## config.mk

```make
export PLATFORM = sky130hd
export DESIGN_NAME = affx_front
export DESIGN_NICKNAME = d
export VERILOG_FILES = /design/src/sv/affx_pkg.sv /design/src/sv/affx_front.sv
export SDC_FILE = /design/constraint.sdc
export NUM_CORES = 1
export LEC_CHECK = 0
export BUFFER_PORTS_ARGS = -buffer_cell sky130_fd_sc_hd__buf_2
export CORE_ASPECT_RATIO = 0.75
export CORE_UTILIZATION = 56
export DETAILED_ROUTE_END_ITERATION = 16
export PLACE_DENSITY = 0.84
export SLEW_MARGIN = 10
export SYNTH_ARGS = -nofsm -noshare
export SYNTH_HDL_FRONTEND = slang
export SYNTH_SLANG_ARGS = --single-unit
```

## constraint.sdc

```tcl
create_clock -name clk_i -period 13.9 [get_ports clk_i]
set_clock_uncertainty 0.15 [all_clocks]
set_input_delay 1.39 -clock clk_i [delete_from_list [all_inputs] [get_ports clk_i]]
set_output_delay 1.39 -clock clk_i [all_outputs]
set_load 0.03 [all_outputs]
```

## src/sv/affx_pkg.sv

```systemverilog
// ----------------------------------------------------------------------------
// Affine transform engine package
// Shared types, kind codes, angle constants and CORDIC tables.
// ----------------------------------------------------------------------------
package affx_pkg;

  localparam int unsigned FRAC_BITS_DEF    = 16;
  localparam int unsigned CORDIC_STEPS_DEF = 16;
  localparam int unsigned QDEPTH           = 2;

  localparam logic [2:0] KIND_IDENT = 3'd0;
  localparam logic [2:0] KIND_TRANS = 3'd1;
  localparam logic [2:0] KIND_SCALE = 3'd2;
  localparam logic [2:0] KIND_ROT   = 3'd3;
  localparam logic [2:0] KIND_VERT  = 3'd4;

  localparam longint FULL_DEG    = 64'sd360 <<< 24;
  localparam longint HALF_DEG    = 64'sd180 <<< 24;
  localparam longint QUARTER_DEG = 64'sd90 <<< 24;

  typedef enum logic [2:0] {
    OP_IDENT,
    OP_TRANS,
    OP_SCALE,
    OP_ROT,
    OP_VERT
  } op_e;

  typedef struct packed {
    op_e                op;
    logic signed [31:0] v1;
    logic signed [31:0] v2;
    logic signed [31:0] px;
    logic signed [31:0] py;
    logic signed [25:0] ang;
    logic               last;
  } item_t;

  typedef struct packed {
    logic  valid;
    item_t item;
  } fq_t;

  function automatic logic [31:0] atan_deg(input logic [4:0] i);
    logic [31:0] v;
    case (i)
      5'd0:    v = 32'd754974720;
      5'd1:    v = 32'd445687602;
      5'd2:    v = 32'd235489088;
      5'd3:    v = 32'd119537938;
      5'd4:    v = 32'd60000934;
      5'd5:    v = 32'd30029717;
      5'd6:    v = 32'd15018523;
      5'd7:    v = 32'd7509720;
      5'd8:    v = 32'd3754917;
      5'd9:    v = 32'd1877466;
      5'd10:   v = 32'd938734;
      5'd11:   v = 32'd469367;
      5'd12:   v = 32'd234684;
      5'd13:   v = 32'd117342;
      5'd14:   v = 32'd58671;
      5'd15:   v = 32'd29335;
      5'd16:   v = 32'd14668;
      5'd17:   v = 32'd7334;
      5'd18:   v = 32'd3667;
      5'd19:   v = 32'd1833;
      5'd20:   v = 32'd917;
      5'd21:   v = 32'd458;
      5'd22:   v = 32'd229;
      5'd23:   v = 32'd115;
      default: v = 32'd0;
    endcase
    return v;
  endfunction

  function automatic logic [33:0] cordic_x0(input int unsigned steps);
    return 34'(64'd652032875 + (64'd434688583 >> (2 * steps)));
  endfunction

endpackage

```

## src/sv/affx_front.sv

```systemverilog
// ----------------------------------------------------------------------------
// Affine transform engine front end
// Accepts input beats, decodes the kind and queues valid items.
// ----------------------------------------------------------------------------
module affx_front (
  input  logic               clk_i,
  input  logic               rst_ni,
  input  logic               in_valid_i,
  output logic               in_stall_o,
  input  logic [2:0]         kind_i,
  input  logic signed [31:0] first_value_i,
  input  logic signed [31:0] second_value_i,
  input  logic signed [31:0] pivot_x_i,
  input  logic signed [31:0] pivot_y_i,
  input  logic signed [25:0] angle_deg_i,
  input  logic               last_in_i,
  output affx_pkg::fq_t      fq_o,
  input  logic               pop_i
);

  localparam int unsigned DEPTH = affx_pkg::QDEPTH;
  localparam int unsigned PTR_W = (DEPTH > 1) ? $clog2(DEPTH) : 1;
  localparam int unsigned CNT_W = $clog2(DEPTH + 1);

  affx_pkg::item_t    mem_q [DEPTH];
  logic [PTR_W-1:0]   wr_q, rd_q;
  logic [CNT_W-1:0]   cnt_q;
  affx_pkg::op_e      op_c;
  logic               keep_c, push_c;

  always_comb begin
    keep_c = 1'b1;
    op_c   = affx_pkg::OP_IDENT;
    unique case (kind_i)
      affx_pkg::KIND_IDENT: op_c = affx_pkg::OP_IDENT;
      affx_pkg::KIND_TRANS: op_c = affx_pkg::OP_TRANS;
      affx_pkg::KIND_SCALE: op_c = affx_pkg::OP_SCALE;
      affx_pkg::KIND_ROT:   op_c = affx_pkg::OP_ROT;
      affx_pkg::KIND_VERT:  op_c = affx_pkg::OP_VERT;
      default:              keep_c = 1'b0;
    endcase
  end

  assign in_stall_o = (cnt_q == CNT_W'(DEPTH));
  assign push_c     = in_valid_i && !in_stall_o && keep_c;

  assign fq_o.valid = (cnt_q != '0);
  assign fq_o.item  = mem_q[rd_q];

  always_ff @(posedge clk_i or negedge rst_ni) begin
    if (!rst_ni) begin
      wr_q  <= '0;
      rd_q  <= '0;
      cnt_q <= '0;
    end else begin
      if (push_c) begin
        wr_q <= (wr_q == PTR_W'(DEPTH - 1)) ? '0 : wr_q + 1'b1;
      end
      if (pop_i) begin
        rd_q <= (rd_q == PTR_W'(DEPTH - 1)) ? '0 : rd_q + 1'b1;
      end
      if (push_c && !pop_i) begin
        cnt_q <= cnt_q + 1'b1;
      end else if (!push_c && pop_i) begin
        cnt_q <= cnt_q - 1'b1;
      end
    end
  end

  always_ff @(posedge clk_i) begin
    if (push_c) begin
      mem_q[wr_q] <= '{op: op_c, v1: first_value_i, v2: second_value_i,
                       px: pivot_x_i, py: pivot_y_i, ang: angle_deg_i,
                       last: last_in_i};
    end
  end

  a_pop_nonempty: assert property (@(posedge clk_i) disable iff (!rst_ni)
    pop_i |-> (cnt_q != '0))
    else $error("queue popped while empty");

  a_cnt_bound: assert property (@(posedge clk_i) disable iff (!rst_ni)
    cnt_q <= CNT_W'(DEPTH))
    else $error("queue count above depth");

  a_cnt_push: assert property (@(posedge clk_i) disable iff (!rst_ni)
    (push_c && !pop_i) |=> (cnt_q == $past(cnt_q) + 1'b1))
    else $error("queue count missed a push");

endmodule

```

==> key figures, run 1 <==
Clocking
  • Longest Clk Path Bufs: 3
  • Post_cts resized: 0
  • Clock root cell: clkbuf_16
  • Post-CTS setup repair buffer count: 0
  • TritonCTS clock tree: done
  • Total CTS buffers: 30
  • Hold buffers post-CTS: 0
  • Clock transition at path regs: 60 ps
  • H-tree levels: 1
  • Clock Sink Count: 320
  • Worst-skew pair later-pin latency: 530 ps

Power and ir drop
  • Static Leakage: 5.786 nW
  • Pwr Density: 212.9 nW/um^2
  • VDD IR max: 0.0001400 V

Global route
  • Most Crowded Layer GR: met2
  • Vias in the first global route: 5,948
  • Largest net degree at the start of global routing: 75
  • Grt ovf: 0
  • Met2 Use GR: 0.3269
  • First-pass GRT wire length: 31,310 um
  • Antenna violations before repair: 1
  • Met1 GRT Util: 0.2227
  • Met3 global-route usage: 0.06292
  • Gr usage total: 0.1883

Flow run
  • Max cap viols: 0

STA
  • RSZ-0062 raised after global routing: false
  • Hold Fails Final Rpt: 0
  • Min Hold Slack: 356.4 ps
  • Crit path time final: 4433 ps
  • Tcrit/Tclk final: 0.3189
  • Setup violators final: 0
  • Setup TNS: 0 ps
  • Max Clk Rate: 225.6 MHz
  • Max Slew Vio Count: 0
  • Rel. slew slack: 0.2396
  • Worst slew pin tran: 1141 ps

Route
  • Drt drc: 0
  • Router iterations before antenna repair: 6
  • Remaining antenna violation count: 0
  • Drt initial violations: 420
  • Routed vias: 5,929
  • Drt total wl: 21,820 um
  • Via-to-Cell Ratio: 5.089
  • WL/cell: 18.73 um

Setup path
  • Slowest-stage cell, CP: buf_4
  • Buffer and inverter count on the worst path: 2
  • Worst setup SP type: flop
  • Setup crit end kind: primary output
  • Crit path kind: reg -> out
  • Crit-path max FO: 62
  • Crit path cell chain: buf_4 > mux2_4 > buf_2
  • Worst path top cell family by delay: buffers and inverters
  • Worst EP arrival: 2890 ps
  • Worst stage delay on the critical path: 930 ps
  • WP data required: 12,360 ps

Synthesis
  • Synth warn: 0
  • Number of synthesized register bits: 320
  • Mapped Cells: 515
  • Syn avg cell area: 23.40 sq um
  • Top cell type's share of synthesized area: 0.7875
  • Syn Nets: 678
  • Mapped cell area: 12,050 sq um
  • Sequential area share after synthesis: 0.7958
  • Synth area leader: edfxtp_1
  • Unique cell type count in the Yosys netlist: 16
  • Largest cells by area after synthesis: edfxtp_1, mux2_4, mux2_2

Finish
  • Syn-to-layout area delta: 22.82%
  • Non-Filler Instances: 1,165
  • Nets@finish: 1,019
  • Final instance area: 14,800 sq um
  • Layout cells sized above 1: 0.5970

Placed design
  • PortBufs: 321
  • Placed insts: 1,112
  • Cell Area, Placed: 13,900 sq um
  • Detail Placement HPWL: 14,680 um
  • Placer Congestion: 0.7326

Floorplanning
  • # rows: 46
  • Chip width: 171.4 um
  • Chip height: 129.0 um
  • Core Area: 21,120 sq um
  • # IOs: 322
  • Die Area: 22,110 sq um
  • Initial Util: 0.5704

Worst hold path
  • Worst hold path class: reg -> reg

Status
  • Status: finished clean
-- cells in the mapped netlist --
cell,count
buf_2,4
buf_6,14
dfrtp_1,4
edfxtp_1,316
ha_1,1
inv_1,3
mux2_2,57
mux2_4,101
nand3b_1,1
nor2_1,3
nor2b_1,3
nor3b_1,1
o21ai_0,1
or2_2,1
xnor2_1,2
xor2_1,3
-- worst paths after layout --
check	from	endpoint	slack, ps	depth (start not counted)
max in group asynchronous	rst_ni	rd_q	12960	1
setup reg to reg	cnt_q[1]	mem_q[0][100]	11040	4
hold reg to reg	cnt_q[1]	cnt_q[1]	360	1
min in group asynchronous	rst_ni	wr_q	500	1
setup / recovery	rd_q	fq_o[101]	9470	3
hold / removal	cnt_q[1]	cnt_q[1]	360	1
-- power breakdown --
part	switching (mW)	internal [mW]	total, mW
combinational	0.686	0.425	1.11
sequential	0.0591	1.24	1.29
clock	0.315	0.429	0.745
-- cells by family after synthesis --
logic type / after synthesis / synth area share
fa+ha+maj: 1 / 0.001038
compound gates: 1 / 0.0004150
xor+xnor: 5 / 0.003635
flops: 320 / 0.7958
simple gates: 9 / 0.004258
mux: 158 / 0.1791
buf+inv: 21 / 0.01568
-- per-stage QoR --
| stage | setup slack [ps] | utilization | power [mW] |
|---|---|---|---|
| 5_1_grt | 9333 | 0.7005 | 3.273 |
| 6_report | 9467 | 0.7006 | 3.151 |
| 4_1_cts | 9439 | 0.7005 | 3.180 |
| 3_3_place_gp | 9992 | 0.6582 | 2.414 |
| 3_5_place_dp | 9986 | 0.6582 | 2.438 |
| 2_1_floorplan | 4799 | - | 2.215 |
-- sequential cells by signal, indices dropped and copies added (netlist names) --
name	flops
cnt_q	2
rd_q	1
mem_q	316
wr_q	1
-- layout by cell type (no fill, tap or decap), drive strengths merged --
master,instances
xor2,3
clkinvlp,1
or2,1
diode,1
edfxtp,316
nor2,3
nor2b,3
nor3b,1
xnor2,2
dfrtp,4
buf,327
nand3b,1
inv,3
ha,1
clkbuf,44
clkinv,6
o21ai,1
bufinv,1
mux2,158
-- final cells by class --
class	count	area, sq um
well taps	288	360.3
multi-input cells	174	2286
inverters	3	11.26
flip-flops and latches	320	9593
clock inverters	8	60.06
diodes	1	2.502
fillers	1298	6324
repair buffers	327	1652
clock buffers	44	834.6
-- metal layers --
layer	vias to the layer above	part of all wire
met5	-	0
li1	2732	-
met1	2870	0.38
met2	281	0.50
met4	0	0.024
met3	46	0.10
No activity file was read; power rests on OpenSTA's default activity.
==> run 2: changes to the inputs <==
--- a/config.mk
+++ b/config.mk
@@ -5,11 +5,12 @@
 export SDC_FILE = /design/constraint.sdc
 export NUM_CORES = 1
 export LEC_CHECK = 0
+export ABC_AREA = 1
 export BUFFER_PORTS_ARGS = -buffer_cell sky130_fd_sc_hd__buf_2
 export CORE_ASPECT_RATIO = 0.75
-export CORE_UTILIZATION = 56
+export CORE_UTILIZATION = 47
 export DETAILED_ROUTE_END_ITERATION = 16
-export PLACE_DENSITY = 0.84
+export PLACE_DENSITY = 0.75
 export SLEW_MARGIN = 10
 export SYNTH_ARGS = -nofsm -noshare
 export SYNTH_HDL_FRONTEND = slang
==> constraint.sdc (replaced) <==
create_clock -name clk_i -period 3.65 [get_ports clk_i]
set_clock_uncertainty 0.15 [all_clocks]
set_input_delay 0.365 -clock clk_i [delete_from_list [all_inputs] [get_ports clk_i]]
set_output_delay 0.365 -clock clk_i [all_outputs]
set_load 0.03 [all_outputs]
==> key figures, run 2 <==
Status
  • Status: finished clean

Placed design
  • PortBufs: 321
  • Detail Placement HPWL: 15,280 um
  • Placed insts: 1,183
  • Placer Congestion: 0.7243

Route
  • Via-to-Cell Ratio: 4.814
  • Remaining antenna violation count: 0
  • Routed vias: 6,745
  • WL/cell: 18.52 um
  • Drt initial violations: 346
  • Drt drc: 0
  • Router iterations before antenna repair: 4
  • Drt total wl: 25,950 um

Clocking
  • Clock transition at path regs: 70 ps
  • TritonCTS clock tree: done
  • Clock root cell: clkbuf_16
  • Worst-skew pair later-pin latency: 550 ps
  • Longest Clk Path Bufs: 3
  • Total CTS buffers: 31
  • Clock Sink Count: 320
  • Post_cts resized: 0
  • H-tree levels: 1

Flow run
  • Max cap viols: 0

Finish
  • Syn-to-layout area delta: 38.90%
  • Multi-input logic area: 2275 sq um
  • Most frequent cells in the layout: buf_2, edfxtp_1, dlygate4sd3_1, mux2_4, mux2_2
  • Largest register by flop count: mem_q
  • Register area: 9593 sq um
  • Layout cells sized above 1: 0.5089
  • Largest regs: mem_q (316), cnt_q (2)
  • # diodes: 0
  • Non-Filler Instances: 1,401
  • Commonest non-fill, non-tap cell in the layout: buf_2
  • Max FFs per register: 316
  • Fillers: 1,594
  • Nets@finish: 1,201

Global route
  • Largest net degree at the start of global routing: 64
  • First-pass GRT wire length: 39,190 um
  • Grt ovf: 0
  • Gr usage total: 0.1927
  • Antenna violations before repair: 0
  • Vias in the first global route: 7,128

Synthesis
  • Number of synthesized register bits: 320
  • Count leader, synth: edfxtp_1
  • Unique cell type count in the Yosys netlist: 16
  • Mapped Cells: 529
  • Syn Nets: 692
  • Synth area leader: edfxtp_1
  • Syn avg cell area: 22.83 sq um
  • Synth warn: 0
  • Mapped cell area: 12,080 sq um
  • FFs w/ async S/R, synth: 0.01250
  • Synth cell count leaders: edfxtp_1, mux2_4, mux2_2
  • Most used DFF post-synth: edfxtp_1
  • Sequential area share after synthesis: 0.7941
  • Top cell type's share of synthesized area: 0.7858
  • Largest cells by area after synthesis: edfxtp_1, mux2_4, mux2_2
  • EDFF count, synth: 316

Worst hold path
  • Worst hold stages: 3
  • Worst hold path class: in -> reg

STA
  • Crit path time final: 2778 ps
  • Max Slew Vio Count: 0
  • Tcrit/Tclk final: 0.7612
  • Rel. slew slack: 0.5405
  • Setup violators final: 0
  • RSZ-0062 raised after global routing: false
  • Max Clk Rate: 359.9 MHz
  • Hold Fails Final Rpt: 0
  • Worst slew pin tran: 687.7 ps
  • Setup TNS: 0 ps

Power and ir drop
  • Power, Total: 12.61 mW
  • Pwr Density: 751.8 nW/um^2
  • VDD IR max: 0.0005839 V
  • Static Leakage: 6.644 nW

Floorplanning
  • Die Area: 26,340 sq um
  • # rows: 50
  • # IOs: 322
  • Chip width: 187.1 um
  • Initial Util: 0.4813
  • Core Area: 25,090 sq um
  • Chip height: 140.8 um

Setup path
  • WP data required: 3130 ps
  • R2R cell count: 5
  • Crit path kind: reg -> out
  • Worst EP arrival: 2260 ps
  • Setup crit end kind: primary output
  • Worst setup SP type: flop
  • Crit-path max FO: 63
run 2: cell count changes in the layout (fill, tap and decap cells not counted), sizes merged, moves of 3 or more:
| cell | delta |
|---|---|
| dlygate4sd3 | +160 |
| clkinv | +10 |
| clkbuf | -9 |
| nand2 | +9 |
| inv | +8 |
| buf | +7 |
| bufinv | +4 |
| nor2b | -3 |
run 2: area by class of cell:
class	count	share of cell area
multi-input combinational	180	0.1356
timing repair buffer	494	0.2031
tap	338	0.02521
inverter	11	0.002686
sequential	320	0.5720
clock buffer	35	0.04715
clock inverter	23	0.01432
run 2: final timing paths:
path / startpoint / end / slack [ps]
setup / recovery: rd_q / fq_o[112] / 870
hold / removal: kind_i[1] / mem_q[1][156] / 80
setup reg to reg: cnt_q[0] / mem_q[1][129] / 1440
hold reg to reg: wr_q / wr_q / 330
max in group asynchronous: rst_ni / rd_q / 2540
min in group asynchronous: rst_ni / rd_q / 620
run 2: critical path, cell delays in order (launching register included):
cell and delay (ps):
dfrtp_4 650, buf_12 450, mux2_4 360, buf_2 190
run 2: per-stage QoR:
| stage | hold slack [ps] | cell area, sq um | util | worst slack, ps |
|---|---|---|---|---|
| 6_report | 75.05 | 16770 | 0.6686 | 871.7 |
| 5_1_grt | 59.75 | 16770 | 0.6686 | 786.4 |
| 4_1_cts | 13.50 | 16770 | 0.6686 | 844.2 |
| 3_5_place_dp | 27.04 | 14140 | 0.5636 | 1267 |
| 3_3_place_gp | 28.38 | 14140 | 0.5636 | 1282 |
| 2_1_floorplan | -80.59 | 12090 | - | 3.178 |
run 2: power by group:
| group | switching [mW] | total, mW | internal [mW] |
|---|---|---|---|
| registers | 0.189 | 4.87 | 4.68 |
| clock network | 1.29 | 3.19 | 1.90 |
| logic | 2.77 | 4.55 | 1.78 |
run 2: metal layers:
metal,routed length (um),global-route usage,share of wire,up-vias
met1,10890,0.2462,0.42,3279
met5,0,0,0,-
met4,508,0.04616,0.020,0
met3,2149,0.05551,0.083,38
li1,-,-,-,3116
met2,12400,0.3262,0.48,312
run 2: cells by family after synthesis:
kind of cell               Yosys count  synth area share
DFF                                320            0.7941
and+or+nand+nor                     17          0.005699
AOI/OAI and AO/OA                    2         0.0008281
muxes                              158            0.1787
xor gates and xnor gates             2          0.001451
buffers and inverters               29           0.01813
adders and majority gates            1          0.001036
run 2: what timing repair did:
item	4_1_cts	5_1_grt
hold endpoints to repair	321	0
hold buffers	160	0
buffers inserted	0	0
==> run 3: changes to the inputs <==
--- a/config.mk
+++ b/config.mk
@@ -5,12 +5,12 @@
 export SDC_FILE = /design/constraint.sdc
 export NUM_CORES = 1
 export LEC_CHECK = 0
-export ABC_AREA = 1
+export ABC_AREA = 0
 export BUFFER_PORTS_ARGS = -buffer_cell sky130_fd_sc_hd__buf_2
 export CORE_ASPECT_RATIO = 0.75
-export CORE_UTILIZATION = 47
+export CORE_UTILIZATION = 52
 export DETAILED_ROUTE_END_ITERATION = 16
-export PLACE_DENSITY = 0.75
+export PLACE_DENSITY = 0.79
 export SLEW_MARGIN = 10
 export SYNTH_ARGS = -nofsm -noshare
 export SYNTH_HDL_FRONTEND = slang
==> constraint.sdc (replaced) <==
create_clock -name clk_i -period 2.65 [get_ports clk_i]
set_clock_uncertainty 0.15 [all_clocks]
set_input_delay 0.265 -clock clk_i [delete_from_list [all_inputs] [get_ports clk_i]]
set_output_delay 0.265 -clock clk_i [all_outputs]
set_load 0.03 [all_outputs]
==> key figures, run 3 (synthesis results as in run 1) <==
Status
  • Status: finished clean

STA
  • Tcrit/Tclk final: 0.9732
  • Max Slew Vio Count: 0
  • Min Hold Slack: 83.80 ps
  • RSZ-0062 raised after global routing: false
  • Setup violators final: 0
  • Worst Slack Setup Final: 71.08 ps
  • Worst slew pin tran: 581.0 ps
  • Hold Fails Final Rpt: 0
  • Max Clk Rate: 387.8 MHz
  • Rel. slew slack: 0.6127
  • Setup TNS: 0 ps
  • Crit path time final: 2579 ps

Setup path
  • Setup crit end kind: primary output
  • Worst setup SP type: flop
  • Worst r2r dst: mem_q[0][100]
  • Worst stage delay on the critical path: 610 ps
  • Worst path top cell family by delay: flip-flops
  • Worst EP arrival: 2160 ps
  • Slowest-stage cell, CP: dfrtp_4
  • Setup crit end: fq_o[8]
  • Crit-path max FO: 64
  • Crit path launch: rd_q
  • R2R cell count: 4
  • WP data required: 2240 ps
  • Buffer and inverter count on the worst path: 2
  • Setup slack, reg-to-reg: 520 ps
  • R2R Path Start: cnt_q[0]
  • Crit path cell chain: buf_16 > mux2_2 > buf_2
  • Critical path depth in cells: 3
  • Crit path kind: reg -> out

Placed design
  • Detail Placement HPWL: 15,360 um
  • PortBufs: 321
  • Placer Congestion: 0.7632
  • Post-placement setup slack: 491.9 ps

Clocking
  • H-tree levels: 1
  • Clock Sink Count: 320
  • TritonCTS clock tree: done
  • Longest Clk Path Bufs: 3
  • Worst-skew pair later-pin latency: 530 ps
  • Clock transition at path regs: 70 ps
  • Clock root cell: clkbuf_16
  • Total CTS buffers: 29

Power and ir drop
  • Switching power: 5.772 mW
  • Gate power share: 0.375
  • Power, Total: 16.83 mW
  • Int Power: 11.05 mW
  • Static Leakage: 6.492 nW
  • VDD IR max: 0.001095 V
  • Pwr Density: 1019 nW/um^2
  • Switch share: 0.3430
  • Clk pwr share: 0.225
  • Reg power frac: 0.400

Finish
  • Register area: 9593 sq um
  • Syn-to-layout area delta: 37.05%
  • Multi-input logic area: 2293 sq um
  • Fillers: 1,266
  • Largest register by flop count: mem_q
  • Largest regs: mem_q (316), cnt_q (2)
  • Max FFs per register: 316
  • Commonest non-fill, non-tap cell in the layout: buf_2
  • Layout cells sized above 1: 0.5067
  • Nets@finish: 1,183
  • Most frequent cells in the layout: buf_2, edfxtp_1, dlygate4sd3_1, mux2_4, mux2_2
  • # diodes: 0

Route
  • WL/cell: 19.36 um
  • Drt drc: 0
  • Drt initial violations: 379
  • Router iterations before antenna repair: 4
  • Routed vias: 6,654
  • Via-to-Cell Ratio: 4.988
  • Remaining antenna violation count: 0
  • Drt total wl: 25,820 um

Worst hold path
  • Worst hold path class: in -> reg

Global route
  • Antenna violations before repair: 0
  • Largest net degree at the start of global routing: 91
  • Grt ovf: 0
  • Gr usage total: 0.2152
  • Vias in the first global route: 7,206
  • First-pass GRT wire length: 38,740 um

Floorplanning
  • Chip width: 177.8 um
  • Die Area: 23,790 sq um
  • Core Area: 22,410 sq um
  • # IOs: 322
  • # rows: 47
  • Initial Util: 0.5378
  • Chip height: 133.8 um

Flow run
  • Max cap viols: 0
run 3: changes by cell type in the layout (fill, tap and decap cells not counted), sizes merged, moves of 3 or more:
| cell | before | now |
|---|---|---|
| bufinv | 5 | 1 |
| buf | 334 | 330 |
| clkbuf | 35 | 39 |
| inv | 11 | 3 |
| nand2 | 9 | 0 |
| clkinv | 16 | 9 |
| nor2b | 0 | 3 |
run 3: tightest hold or removal path, cell delays in order:
cell and delay (ps):
buf_2 110, nand3b_1 250, xnor2_1 100
run 3: final cells by class:
type | count | share of cell area
clock buffer | 39 | 0.04622
clock inverter | 12 | 0.004925
inverter | 3 | 0.0006819
multi-input combinational | 174 | 0.1389
sequential | 320 | 0.5809
tap | 294 | 0.02228
timing repair buffer | 492 | 0.2061
run 3: how the worst min path moves through the flow:
stage | depth (start not counted) | slack [ps] | endpoint | start
2_1_floorplan | 0 | -180 | cnt_q[0] | rst_ni
5_1_grt | 3 | 110 | wr_q | in_valid_i
4_1_cts | 3 | 50 | wr_q | in_valid_i
3_5_place_dp | 1 | -60 | cnt_q[0] | rst_ni
3_3_place_gp | 1 | -70 | cnt_q[1] | rst_ni
6_report | 3 | 80 | wr_q | in_valid_i
run 3: per-stage QoR:
stage / utilization / cells / instance area, sq um
after floorplan: - / 515 / 12070
after global placement: 0.6266 / 1121 / 14040
after detailed placement: 0.6266 / 1121 / 14040
after CTS: 0.7367 / 1334 / 16510
after global routing: 0.7370 / 1334 / 16510
final: 0.7370 / 1334 / 16510
run 3: power by group through the flow:
stage | registers [mW] | logic, mW | clock network, mW
5_1_grt | 6.79 | 6.62 | 4.06
3_3_place_gp | 6.77 | 6.07 | 0
6_report | 6.73 | 6.31 | 3.79
2_1_floorplan | 6.76 | 4.73 | 0
3_5_place_dp | 6.83 | 6.10 | 0
4_1_cts | 6.73 | 6.31 | 3.85
run 3: repair_timing:
| item | 4_1_cts | 5_1_grt |
|---|---|---|
| endpoints found under the hold margin | 321 | 0 |
| hold buffers | 162 | 0 |
| buffers inserted | 0 | 0 |
| endpoints found under the setup margin | 0 | 2 |
| resized for setup | 0 | 1 |
run 3: per-layer routing:
| metal | GRT usage | part of all wire | vias to the layer above |
|---|---|---|---|
| li1 | - | - | 3049 |
| met3 | 0.06037 | 0.084 | 36 |
| met4 | 0.04986 | 0.020 | 0 |
| met2 | 0.3787 | 0.51 | 296 |
| met5 | 0 | 0 | - |
| met1 | 0.2639 | 0.39 | 3273 |
